## config.mk

```make
export PLATFORM = sky130hd
export DESIGN_NAME = sorted_record_table_top
export DESIGN_NICKNAME = d
export VERILOG_FILES = /design/src/rtl/srt_pkg.sv /design/src/rtl/sorted_record_table_top.sv /design/src/rtl/srt_engine.sv
export VERILOG_INCLUDE_DIRS = /design/src /design/src/rtl
export SDC_FILE = /design/constraint.sdc
export NUM_CORES = 2
export LEC_CHECK = 0
export BUFFER_PORTS_ARGS = -buffer_cell sky130_fd_sc_hd__buf_4
export CORE_ASPECT_RATIO = 0.75
export CORE_MARGIN = 2
export CORE_UTILIZATION = 25
export CTS_BUF_LIST = sky130_fd_sc_hd__clkbuf_16
export CTS_CLUSTER_DIAMETER = 200
export DETAILED_ROUTE_END_ITERATION = 6
export MAX_ROUTING_LAYER = met4
export PLACE_DENSITY = 0.38
export SLEW_MARGIN = 30
export SYNTH_ARGS = -nofsm -noshare
export SYNTH_HDL_FRONTEND = slang
export SYNTH_HIERARCHICAL = 1
export SYNTH_SLANG_ARGS = --single-unit
```

## constraint.sdc

```tcl
create_clock -name aclk -period 19.75 [get_ports aclk]
set_input_delay 3.95 -clock aclk [delete_from_list [all_inputs] [get_ports aclk]]
set_output_delay 3.95 -clock aclk [all_outputs]
set_load 0.05 [all_outputs]
```

## src/rtl/sorted_record_table_top_assert.svh

```systemverilog
// Assertion macros for the sorted record table.
`ifndef SORTED_RECORD_TABLE_TOP_ASSERT_SVH
`define SORTED_RECORD_TABLE_TOP_ASSERT_SVH

`ifndef SYNTHESIS
`define SRT_ASSERT(lbl, prop, msg) \
    lbl: assert property (@(posedge aclk) disable iff (!aresetn) (prop)) else $error(msg);
`define SRT_ASSERT_ALWAYS(lbl, prop, msg) \
    lbl: assert property (@(posedge aclk) (prop)) else $error(msg);
`else
`define SRT_ASSERT(lbl, prop, msg)
`define SRT_ASSERT_ALWAYS(lbl, prop, msg)
`endif

`endif

```

## src/rtl/srt_pkg.sv

```systemverilog
// Shared constants, codes and types for the sorted record table.
package srt_pkg;

    localparam int CAPACITY = 64;
    localparam int ADDR_W   = $clog2(CAPACITY);
    localparam int CNT_W    = $clog2(CAPACITY + 1);
    localparam int KEY_W    = 32;
    localparam int SCORE_W  = 24;
    localparam int REQ_W    = 2;
    localparam int IDX_W    = 6;
    localparam int STATUS_W = 3;
    localparam int ENTRY_W  = KEY_W + SCORE_W;

    localparam logic [REQ_W-1:0] REQ_INSERT = 2'd0;
    localparam logic [REQ_W-1:0] REQ_DELETE = 2'd1;
    localparam logic [REQ_W-1:0] REQ_READ   = 2'd2;

    localparam logic [STATUS_W-1:0] ST_OK        = 3'd0;
    localparam logic [STATUS_W-1:0] ST_NOT_FOUND = 3'd1;
    localparam logic [STATUS_W-1:0] ST_EMPTY     = 3'd2;
    localparam logic [STATUS_W-1:0] ST_FULL      = 3'd3;
    localparam logic [STATUS_W-1:0] ST_BAD_INDEX = 3'd4;

    typedef enum logic [3:0] {
        S_IDLE,
        S_SCAN_RD,
        S_SCAN_CMP,
        S_INS_RD,
        S_INS_WR,
        S_DEL_RD,
        S_DEL_WR,
        S_READ_WAIT,
        S_RESP
    } srt_state_t;

    typedef struct packed {
        logic [REQ_W-1:0]          req_type;
        logic signed [KEY_W-1:0]   rec_key;
        logic signed [SCORE_W-1:0] rec_score;
        logic [IDX_W-1:0]          read_index;
    } srt_req_t;

    typedef struct packed {
        logic [STATUS_W-1:0]       status;
        logic [CNT_W-1:0]          entry_count;
        logic signed [KEY_W-1:0]   out_key;
        logic signed [SCORE_W-1:0] out_score;
    } srt_result_t;

endpackage

```

## src/rtl/sorted_record_table_top.sv

```systemverilog
// Sorted record table: top level with request channel and registered result channel.
//
// Keeps up to 64 (key, score) records in ascending key order in one RAM.
// Request channel s_*: req_type 0 insert, 1 delete by key, 2 read at index.
// Result channel m_*: status, entry count after the request, read key and
// score (zero unless a read succeeds). One result per request, in order.
// A transaction completes when valid and ready are both high.
// Requests are handled one at a time; the RAM has one read and one write
// port with a registered read, and every scan or shift step is a read
// followed by a compare or a write back.
// Full, empty, out-of-range or unused-code requests go straight to the result.
// A new request is taken once the previous result has been handed to the
// output register, even if the receiver has not yet taken it.
// When the receiver stalls, the result holds and the sequencer waits with
// the next result until the output register is free.
// Reset (aresetn low, synchronous) empties the table; RAM contents are
// left as they are and only slots below the count are ever used.
module sorted_record_table_top (
    input  logic                                aclk,
    input  logic                                aresetn,
    input  logic                                s_valid,
    output logic                                s_ready,
    input  logic [srt_pkg::REQ_W-1:0]           s_req_type,
    input  logic signed [srt_pkg::KEY_W-1:0]    s_rec_key,
    input  logic signed [srt_pkg::SCORE_W-1:0]  s_rec_score,
    input  logic [srt_pkg::IDX_W-1:0]           s_read_index,
    output logic                                m_valid,
    input  logic                                m_ready,
    output logic [srt_pkg::STATUS_W-1:0]        m_status,
    output logic [srt_pkg::CNT_W-1:0]           m_entry_count,
    output logic signed [srt_pkg::KEY_W-1:0]    m_out_key,
    output logic signed [srt_pkg::SCORE_W-1:0]  m_out_score
);

    srt_pkg::srt_req_t    req;
    srt_pkg::srt_result_t res;
    srt_pkg::srt_result_t m_data_reg;
    logic                 res_valid;
    logic                 res_ready;
    logic                 m_valid_reg;

    assign req.req_type   = s_req_type;
    assign req.rec_key    = s_rec_key;
    assign req.rec_score  = s_rec_score;
    assign req.read_index = s_read_index;

    srt_engine u_engine (
        .aclk      (aclk),
        .aresetn   (aresetn),
        .req_valid (s_valid),
        .req_ready (s_ready),
        .req       (req),
        .res_valid (res_valid),
        .res_ready (res_ready),
        .res       (res)
    );

    assign res_ready = !m_valid_reg || m_ready;

    always_ff @(posedge aclk) begin
        if (!aresetn) begin
            m_valid_reg <= 1'b0;
        end else if (res_ready) begin
            m_valid_reg <= res_valid;
        end
    end

    always_ff @(posedge aclk) begin
        if (res_valid && res_ready) begin
            m_data_reg <= res;
        end
    end

    assign m_valid       = m_valid_reg;
    assign m_status      = m_data_reg.status;
    assign m_entry_count = m_data_reg.entry_count;
    assign m_out_key     = m_data_reg.out_key;
    assign m_out_score   = m_data_reg.out_score;

endmodule

```

## src/rtl/srt_engine.sv

```systemverilog
// Request sequencer and record memory: scan, shift and read over one RAM.
module srt_engine (
    input  logic                aclk,
    input  logic                aresetn,
    input  logic                req_valid,
    output logic                req_ready,
    input  srt_pkg::srt_req_t   req,
    output logic                res_valid,
    input  logic                res_ready,
    output srt_pkg::srt_result_t res
);

`include "sorted_record_table_top_assert.svh"

    srt_pkg::srt_state_t state_reg, state_next;

    logic [srt_pkg::REQ_W-1:0]          op_reg;
    logic signed [srt_pkg::KEY_W-1:0]   key_reg;
    logic signed [srt_pkg::SCORE_W-1:0] score_reg;
    logic [srt_pkg::CNT_W-1:0]          idx_reg;
    logic [srt_pkg::CNT_W-1:0]          pos_reg;
    logic [srt_pkg::CNT_W-1:0]          count_reg;
    logic [srt_pkg::STATUS_W-1:0]       status_reg;
    logic signed [srt_pkg::KEY_W-1:0]   out_key_reg;
    logic signed [srt_pkg::SCORE_W-1:0] out_score_reg;

    logic [srt_pkg::ENTRY_W-1:0] mem [srt_pkg::CAPACITY];
    logic [srt_pkg::ENTRY_W-1:0] rd_data_reg;
    logic [srt_pkg::ADDR_W-1:0]  rd_addr;
    logic [srt_pkg::ADDR_W-1:0]  wr_addr;
    logic [srt_pkg::ENTRY_W-1:0] wr_data;
    logic                        wr_en;

    logic signed [srt_pkg::KEY_W-1:0]   rd_key;
    logic signed [srt_pkg::SCORE_W-1:0] rd_score;
    logic [srt_pkg::CNT_W-1:0]          idx_inc;
    logic [srt_pkg::CNT_W-1:0]          idx_dec;
    logic [srt_pkg::CNT_W-1:0]          req_idx;
    logic                               key_lt;
    logic                               key_eq;
    logic                               is_full;

    assign rd_key   = $signed(rd_data_reg[srt_pkg::ENTRY_W-1:srt_pkg::SCORE_W]);
    assign rd_score = $signed(rd_data_reg[srt_pkg::SCORE_W-1:0]);
    assign idx_inc  = srt_pkg::CNT_W'(idx_reg + 1'b1);
    assign idx_dec  = srt_pkg::CNT_W'(idx_reg - 1'b1);
    assign req_idx  = srt_pkg::CNT_W'(req.read_index);
    assign key_lt   = rd_key < key_reg;
    assign key_eq   = rd_key == key_reg;
    assign is_full  = count_reg >= srt_pkg::CNT_W'(srt_pkg::CAPACITY);

    always_ff @(posedge aclk) begin
        if (wr_en) begin
            mem[wr_addr] <= wr_data;
        end
        rd_data_reg <= mem[rd_addr];
    end

    always_comb begin
        state_next = state_reg;
        case (state_reg)
            srt_pkg::S_IDLE: begin
                if (req_valid) begin
                    case (req.req_type)
                        srt_pkg::REQ_INSERT:
                            state_next = is_full ? srt_pkg::S_RESP : srt_pkg::S_SCAN_RD;
                        srt_pkg::REQ_DELETE:
                            state_next = (count_reg == '0) ? srt_pkg::S_RESP
                                                           : srt_pkg::S_SCAN_RD;
                        srt_pkg::REQ_READ:
                            state_next = (req_idx >= count_reg) ? srt_pkg::S_RESP
                                                                : srt_pkg::S_READ_WAIT;
                        default: state_next = srt_pkg::S_RESP;
                    endcase
                end
            end
            srt_pkg::S_SCAN_RD: begin
                if (idx_reg == count_reg) begin
                    state_next = (op_reg == srt_pkg::REQ_INSERT) ? srt_pkg::S_INS_RD
                                                                  : srt_pkg::S_RESP;
                end else begin
                    state_next = srt_pkg::S_SCAN_CMP;
                end
            end
            srt_pkg::S_SCAN_CMP: begin
                if (op_reg == srt_pkg::REQ_INSERT) begin
                    state_next = key_lt ? srt_pkg::S_SCAN_RD : srt_pkg::S_INS_RD;
                end else begin
                    state_next = key_eq ? srt_pkg::S_DEL_RD : srt_pkg::S_SCAN_RD;
                end
            end
            srt_pkg::S_INS_RD:
                state_next = (idx_reg == pos_reg) ? srt_pkg::S_RESP : srt_pkg::S_INS_WR;
            srt_pkg::S_INS_WR:    state_next = srt_pkg::S_INS_RD;
            srt_pkg::S_DEL_RD:
                state_next = (idx_inc >= count_reg) ? srt_pkg::S_RESP : srt_pkg::S_DEL_WR;
            srt_pkg::S_DEL_WR:    state_next = srt_pkg::S_DEL_RD;
            srt_pkg::S_READ_WAIT: state_next = srt_pkg::S_RESP;
            srt_pkg::S_RESP: begin
                if (res_ready) begin
                    state_next = srt_pkg::S_IDLE;
                end
            end
            default: state_next = srt_pkg::S_IDLE;
        endcase
    end

    always_comb begin
        req_ready = state_reg == srt_pkg::S_IDLE;
        res_valid = state_reg == srt_pkg::S_RESP;
        rd_addr   = idx_reg[srt_pkg::ADDR_W-1:0];
        wr_en     = 1'b0;
        wr_addr   = idx_reg[srt_pkg::ADDR_W-1:0];
        wr_data   = rd_data_reg;
        case (state_reg)
            srt_pkg::S_IDLE:   rd_addr = req_idx[srt_pkg::ADDR_W-1:0];
            srt_pkg::S_INS_RD: begin
                rd_addr = idx_dec[srt_pkg::ADDR_W-1:0];
                if (idx_reg == pos_reg) begin
                    wr_en   = 1'b1;
                    wr_data = {key_reg, score_reg};
                end
            end
            srt_pkg::S_INS_WR: wr_en = 1'b1;
            srt_pkg::S_DEL_RD: rd_addr = idx_inc[srt_pkg::ADDR_W-1:0];
            srt_pkg::S_DEL_WR: wr_en = 1'b1;
            default: ;
        endcase
        res.status      = status_reg;
        res.entry_count = count_reg;
        res.out_key     = out_key_reg;
        res.out_score   = out_score_reg;
    end

    always_ff @(posedge aclk) begin
        if (!aresetn) begin
            state_reg <= srt_pkg::S_IDLE;
            count_reg <= '0;
        end else begin
            state_reg <= state_next;
            case (state_reg)
                srt_pkg::S_INS_RD: begin
                    if (idx_reg == pos_reg) begin
                        count_reg <= srt_pkg::CNT_W'(count_reg + 1'b1);
                    end
                end
                srt_pkg::S_DEL_RD: begin
                    if (idx_inc >= count_reg) begin
                        count_reg <= srt_pkg::CNT_W'(count_reg - 1'b1);
                    end
                end
                default: ;
            endcase
        end
    end

    always_ff @(posedge aclk) begin
        case (state_reg)
            srt_pkg::S_IDLE: begin
                if (req_valid) begin
                    op_reg        <= req.req_type;
                    key_reg       <= req.rec_key;
                    score_reg     <= req.rec_score;
                    idx_reg       <= '0;
                    out_key_reg   <= '0;
                    out_score_reg <= '0;
                    status_reg    <= srt_pkg::ST_OK;
                    case (req.req_type)
                        srt_pkg::REQ_INSERT: begin
                            if (is_full) begin
                                status_reg <= srt_pkg::ST_FULL;
                            end
                        end
                        srt_pkg::REQ_DELETE: begin
                            if (count_reg == '0) begin
                                status_reg <= srt_pkg::ST_EMPTY;
                            end
                        end
                        srt_pkg::REQ_READ: begin
                            if (req_idx >= count_reg) begin
                                status_reg <= srt_pkg::ST_BAD_INDEX;
                            end
                        end
                        default: ;
                    endcase
                end
            end
            srt_pkg::S_SCAN_RD: begin
                if (idx_reg == count_reg) begin
                    if (op_reg == srt_pkg::REQ_INSERT) begin
                        pos_reg <= idx_reg;
                    end else begin
                        status_reg <= srt_pkg::ST_NOT_FOUND;
                    end
                end
            end
            srt_pkg::S_SCAN_CMP: begin
                if (op_reg == srt_pkg::REQ_INSERT) begin
                    if (key_lt) begin
                        idx_reg <= idx_inc;
                    end else begin
                        pos_reg <= idx_reg;
                        idx_reg <= count_reg;
                    end
                end else if (!key_eq) begin
                    idx_reg <= idx_inc;
                end
            end
            srt_pkg::S_INS_WR: idx_reg <= idx_dec;
            srt_pkg::S_DEL_WR: idx_reg <= idx_inc;
            srt_pkg::S_READ_WAIT: begin
                out_key_reg   <= rd_key;
                out_score_reg <= rd_score;
            end
            default: ;
        endcase
    end

    `SRT_ASSERT(a_count_bound, count_reg <= srt_pkg::CNT_W'(srt_pkg::CAPACITY), "count above capacity")
    `SRT_ASSERT(a_ins_shift, state_reg == srt_pkg::S_INS_WR |-> idx_reg > pos_reg, "insert shift past slot")
    `SRT_ASSERT(a_del_shift, state_reg == srt_pkg::S_DEL_WR |-> idx_inc < count_reg, "delete shift past end")
    `SRT_ASSERT(a_full_count, res_valid && res.status == srt_pkg::ST_FULL |-> is_full, "full status without full table")
    `SRT_ASSERT_ALWAYS(a_reset_idle, !aresetn |=> state_reg == srt_pkg::S_IDLE, "not idle after reset")

endmodule

```

# Word-level counts from Yosys, hierarchy flattened
# Memories as Yosys holds them, arrays and structs flattened. A register that Yosys moved wholly into a read port is not among the register bits.
# Index checks and enable logic that the tools add are counted.
dict set report totals {
  ram_bits 3584
  n_memories 1
  word_cells 113
  reg_bits 209
  in_bits 68
}
dict set report op_classes {
  muxes 46
  n_lt_le_gt_ge 4
  n_addsub 4
  n_eq_ne 23
  reduce_logical 20
}
# name words width read_ports rd_clocked_by_memory_dff write_ports line_no
set mem_list {}
lappend mem_list {u_engine.mem 64 56 1 1 1 srt_engine.sv:27} ;# logic [srt_pkg::ENTRY_W-1:0] mem [srt_pkg::CAPACITY];
# cell n
set op_table {}
lappend op_table {{$mux W56} 2}
lappend op_table {{$mux W7} 10}
lappend op_table {{$pmux W32 S2} 1}
lappend op_table {{$pmux W24 S2} 1}
lappend op_table {{$mux W4} 10}
lappend op_table {{$pmux W4 S9} 1}
lappend op_table {{$eq A32 B32 Y1} 1}
lappend op_table {{$lt A32 B32 Y1} 1}
lappend op_table {{$mux W32} 1}
lappend op_table {{$pmux W7 S2} 2}
lappend op_table {{$pmux W7 S4} 1}
lappend op_table {{$mux W24} 1}
lappend op_table {{$pmux W6 S3} 1}
lappend op_table {{$eq A4 B3 Y1 const B} 4}
lappend op_table {{$mux W3} 5}
lappend op_table {{$add A7 B1 Y7 const B} 2}
lappend op_table {{$eq A7 B7 Y1} 2}
lappend op_table {{$sub A7 B1 Y7 const B} 2}
lappend op_table {{$ne A2 B1 Y1 const B} 6}
lappend op_table {{$pmux W4 S3} 1}
lappend op_table {{$pmux W3 S3} 1}
lappend op_table {{$eq A4 B2 Y1 const B} 2}
lappend op_table {{$reduce_bool A2 Y1} 4}
lappend op_table {{$ge A6 B7 Y1} 1}
lappend op_table {{other kinds (24)} 34}

# Logic depth before layout (Yosys ltp)
dict set report depth {
  depth_word 5
  mapped_depth 15
  depth_no_buf 11
}

# Hierarchy
# The synthesis kept the hierarchy.
# mod instances seq_area_each_um2 area_each_um2 cells_each
set modules_own_cells {}
lappend modules_own_cells {srt_engine 1 112898.3 144772.6 6746}
lappend modules_own_cells {sorted_record_table_top 1 2001.9 2039.5 71}

# Worst setup path after synthesis
# OpenSTA, ideal clock, no wires.
dict set report synth_path {
  path_type {input to register}
  start {input port s_valid}
  end {register u_engine/out_key_reg[0] in the netlist's numbering, enable pin}
  n_path_buf 0
  arrival_time_ps 6103
  setup_slack_ps 13258
  required_time_ps 19361
  path_stages 3
  cell_sequence {nand2_1 -> inv_1 -> or2_2}
}
dict set report synth_between {
  elab_chain_len 2
}
# element line_no
set synth_rtl {}
lappend synth_rtl {{start: declaration} sorted_record_table_top.sv:21} ;# input logic s_valid,
lappend synth_rtl {{$ne A2 B2 Y1 (no source line)} --}
lappend synth_rtl {{$reduce_and A2 Y1 (no source line)} --}
lappend synth_rtl {{end signal: assignment} srt_engine.sv:212} ;# out_key_reg <= rd_key;
lappend synth_rtl {{end: declaration} srt_engine.sv:24} ;# logic signed [srt_pkg::KEY_W-1:0] out_key_reg;
# Every way passes these cells.
# A chain may end at the register's enable or synchronous reset.

# Final worst setup path
dict set report layout_path {
  start {input port s_read_index[0] in the netlist's numbering}
  end {register u_engine/rd_data_reg[22] in the netlist's numbering, read port of u_engine.mem}
}
dict set report layout_between {
  elab_chain_len 1
}
# element line_no
set layout_rtl {}
lappend layout_rtl {{start: declaration} sorted_record_table_top.sv:26} ;# input logic [srt_pkg::IDX_W-1:0] s_read_index,
lappend layout_rtl {{$pmux W6 S3} srt_engine.sv:115} ;# case (state_reg)
lappend layout_rtl {{end: declaration} srt_engine.sv:28} ;# logic [srt_pkg::ENTRY_W-1:0] rd_data_reg;
# Every way passes these cells.

==> results_dict.tcl <==
set metrics [dict create \
    crit_cells 13 \
    dp_hpwl_mm 281 \
    route.detailed.drc 0 \
    regArea_sq_um 115000 \
    critPathBufInv 6 \
    finalCritPeriodShare 0.421 \
    ios 136 \
    vias 75400 \
    synth-seq-cells 3849 \
    synthFlopType "edfxtp_1" \
    synth_area_leaders "edfxtp_1 77%, mux4_2 12%, mux2i_1 1.5%" \
    placed_area_sq_um 159000 \
    worstHoldStart "u_engine/out_score_reg[9]" \
    slew_viol_final 0 \
    synth_top_cell_area_share 0.773 \
    largest_reg_flops 3584 \
    clock_sinks 3849 \
    synth_nets 6938 \
    grtUsageMet3 0.0286 \
    cts_tree "built" \
    cp_data_arrival_time_ps 9210 \
    cp_common_cell "buf_4" \
    min_to "m_out_score[9]" \
    design_area_sq_um 172000 \
    core-area_sq_um 584000 \
    clk_latency_ps 1020 \
    finalHoldViolCount 0 \
    cp_slowest_cell "buf_4" \
    worstSetupEndpointType "flop" \
    syn_area_sq_um 147000 \
    finalWirelength_mm 530 \
    yosysTopAreaCell "edfxtp_1" \
    rows 243 \
    synthDistinctLibCells 68 \
    fmax_mhz 120 \
    cts_hold_buffers 0 \
    multiInputGateArea_sq_um 30800 \
    powerDensity_nw_per_um2 132 \
    finalSetupViolCount 0 \
    crit_path_max_incr_delay_ps 770 \
    rrSetupSlack_ps 13180 \
    num-nets-final 7331 \
    synth_xor_area_frac 0.00161 \
    ant_nets 0 \
    drive_above_1_share 0.249 \
    grt_pass1_wl_mm 702 \
    rr_startpoint "u_engine/idx_reg[1]" \
    cp_max_fo 90 \
    crit_chain "buf_4 -> inv_1 -> a32oi_1 -> o22ai_4 -> buf_4 -> buf_4 -> buf_4 -> buf_12 -> mux4_2 -> mux2i_1 -> a22o_1 -> a31oi_1 -> and3_1" \
    peakVddDrop_mv 0.0760 \
    port_buffers 135 \
    die_y_microns 668 \
    grt_antenna_before_repair 58 \
    fillers 56900 \
    critPathTopFamily "buffers and inverters" \
    htree_levels 5 \
    place_ws_ps 10270 \
    p_leak_nw 52.9 \
    synthCells 6817 \
    grt_pass1_vias 74400 \
    drtPass1Iterations 5 \
    maxCapViolations 0 \
    gp_congestion 0.747 \
    start_util 0.251 \
    yosys.area_share.simple 0.0236 \
    max_slew_margin 0.288 \
    cts_root_buffer "clkbuf_16" \
    r2r_end "u_engine/rd_data_reg[14]" \
    whs_path_depth 0 \
    post_cts_resize_count 0 \
    grt_max_degree 117 \
    grt-busiest-layer "met2" \
    start_kind "input pin" \
    crit_required_ps 20640 \
    rsz0062_at_grt "no" \
    critical_path_class "in2reg" \
    grt_usage 0.179 \
    skew_ps 45.9 \
    post-cts-setup-buffer-count 0 \
    grt_overflow 0 \
    setup_tns_ps 0 \
    grt_util_met1 0.262 \
    worstMarginPinSlew_ps 1070 \
    yosysWarnings 6 \
    fin_ws_ps 11430 \
    synth_edf_count 3781 \
    synth-compound-area-share 0.0348 \
    synthAdderAreaFrac 0.00457 \
    die_x_microns 889 \
    min_path_type "reg2reg" \
    drt_iter0_drc 10300 \
    layout_min_cycle_time_ps 8320 \
    grt_use_met2 0.265 \
    routed_via_density 4.90 \
    ff2ff_path_depth 14 \
    clk_pin_slew_ps 60 \
    synth_top_family_by_area "multiplexers" \
    status "finished, final reports clean" \
    die_area_sq_um 593000 \
    muxShareOfSynthArea 0.138 \
    yosysSeqAreaShare 0.783 \
    wl_per_cell_microns 34.4 \
    synth-async-reset-ratio 0 \
    syn_to_final_growth_pct 17.1 \
    clock_tree.buffer_depth 4 \
    crit_start "s_read_index[0]" \
    cts_buffers 395 \
    syn_area_per_cell_sq_um 21.5 \
]
-- synth_stat cells (7+ instances only) --
library cell and n:
edfxtp_1 3781, mux4_2 790, nand3_1 296, a22oi_1 242, mux2i_1 220, buf_2 203
clkbuf_1 130, o211ai_1 108, o22ai_1 108, nor2_1 82, o21ai_0 78, dfxtp_1 68
nand2_1 67, and2_1 63, and3_1 54, ha_1 52, a31oi_1 51, inv_1 47
a22o_1 45, buf_1 33, a21oi_1 31, o21ai_1 26, mux2_2 25, a21o_1 20
buf_6 18, buf_4 17, xor2_1 17, nand4_1 12, nor3_1 12, and4_1 11
xnor2_1 10, nor2b_1 9, o31ai_1 8, or3_1 8, nand2b_1 7, nor4_1 7
-- per-layer routing --
layer	up-vias	wire [microns]
li1	29700	-
met1	42200	247000
met2	2960	236000
met3	582	36600
met4	0	11000
met5	-	0
-- layout make-up --
class / count / share of cell area
clock buffers: 403 / 0.0587
flip-flops and latches: 3849 / 0.669
clock inverters: 322 / 0.0129
well taps: 7840 / 0.0571
diodes: 19 / 0.000277
repair buffers: 399 / 0.0220
multi-input cells: 2516 / 0.179
inverters: 49 / 0.00108
-- logic make-up after synthesis --
logic type	Yosys count
buf+inv	452
mux	1035
fa+ha+maj	53
xor+xnor	27
flops	3849
simple gates	660
compound gates	741
-- stage by stage --
step | power, mW | utilization | cells | hold slack, ps
after floorplan | 13.6 | - | 6817 | 400
after global placement | 15.4 | 0.272 | 14600 | 407
after detailed placement | 15.5 | 0.273 | 14700 | 405
after CTS | 22.8 | 0.294 | 15400 | 417
after global routing | 23.4 | 0.294 | 15400 | 422
final | 22.6 | 0.294 | 15400 | 410
-- report_power, final --
group | total, mW | switching [mW] | internal [mW]
Combinational | 4.85 | 3.29 | 1.56
Sequential | 10.5 | 0.242 | 10.2
Clock | 7.28 | 3.26 | 4.02
Total | 22.6 | 6.80 | 15.8
-- cell usage in the layout, fill, tap and decap left out, types with 107 or more instances in the layout --
cell	instances
edfxtp_1	3781
mux4_2	790
clkbuf_16	403
buf_4	337
nand3_1	291
a22oi_1	242
mux2i_1	220
inv_1	142
o211ai_1	108
o22ai_1	107
-- worst reg2reg max path, cell delays in order, from the launching register on --
cell and delay, ps:
edfxtp_1 840, inv_1 220, ha_1 540, and3b_1 200, o21ai_0 140, a31oi_4 230
buf_12 550, buf_4 760, buf_4 860, buf_4 780, mux4_2 370, mux2i_1 90
a22o_1 290, a31oi_1 400, and3_1 230
-- how the worst max path moves through the flow --
stage               slack [ps]                       end
floorplan                13260   u_engine/out_key_reg[0]
global route             11040  u_engine/rd_data_reg[22]
finish                   11430  u_engine/rd_data_reg[22]
detailed placement       10270  u_engine/rd_data_reg[22]
global placement         10250  u_engine/rd_data_reg[22]
CTS                      11380  u_engine/rd_data_reg[22]
Power figures use the tool's default switching activity.
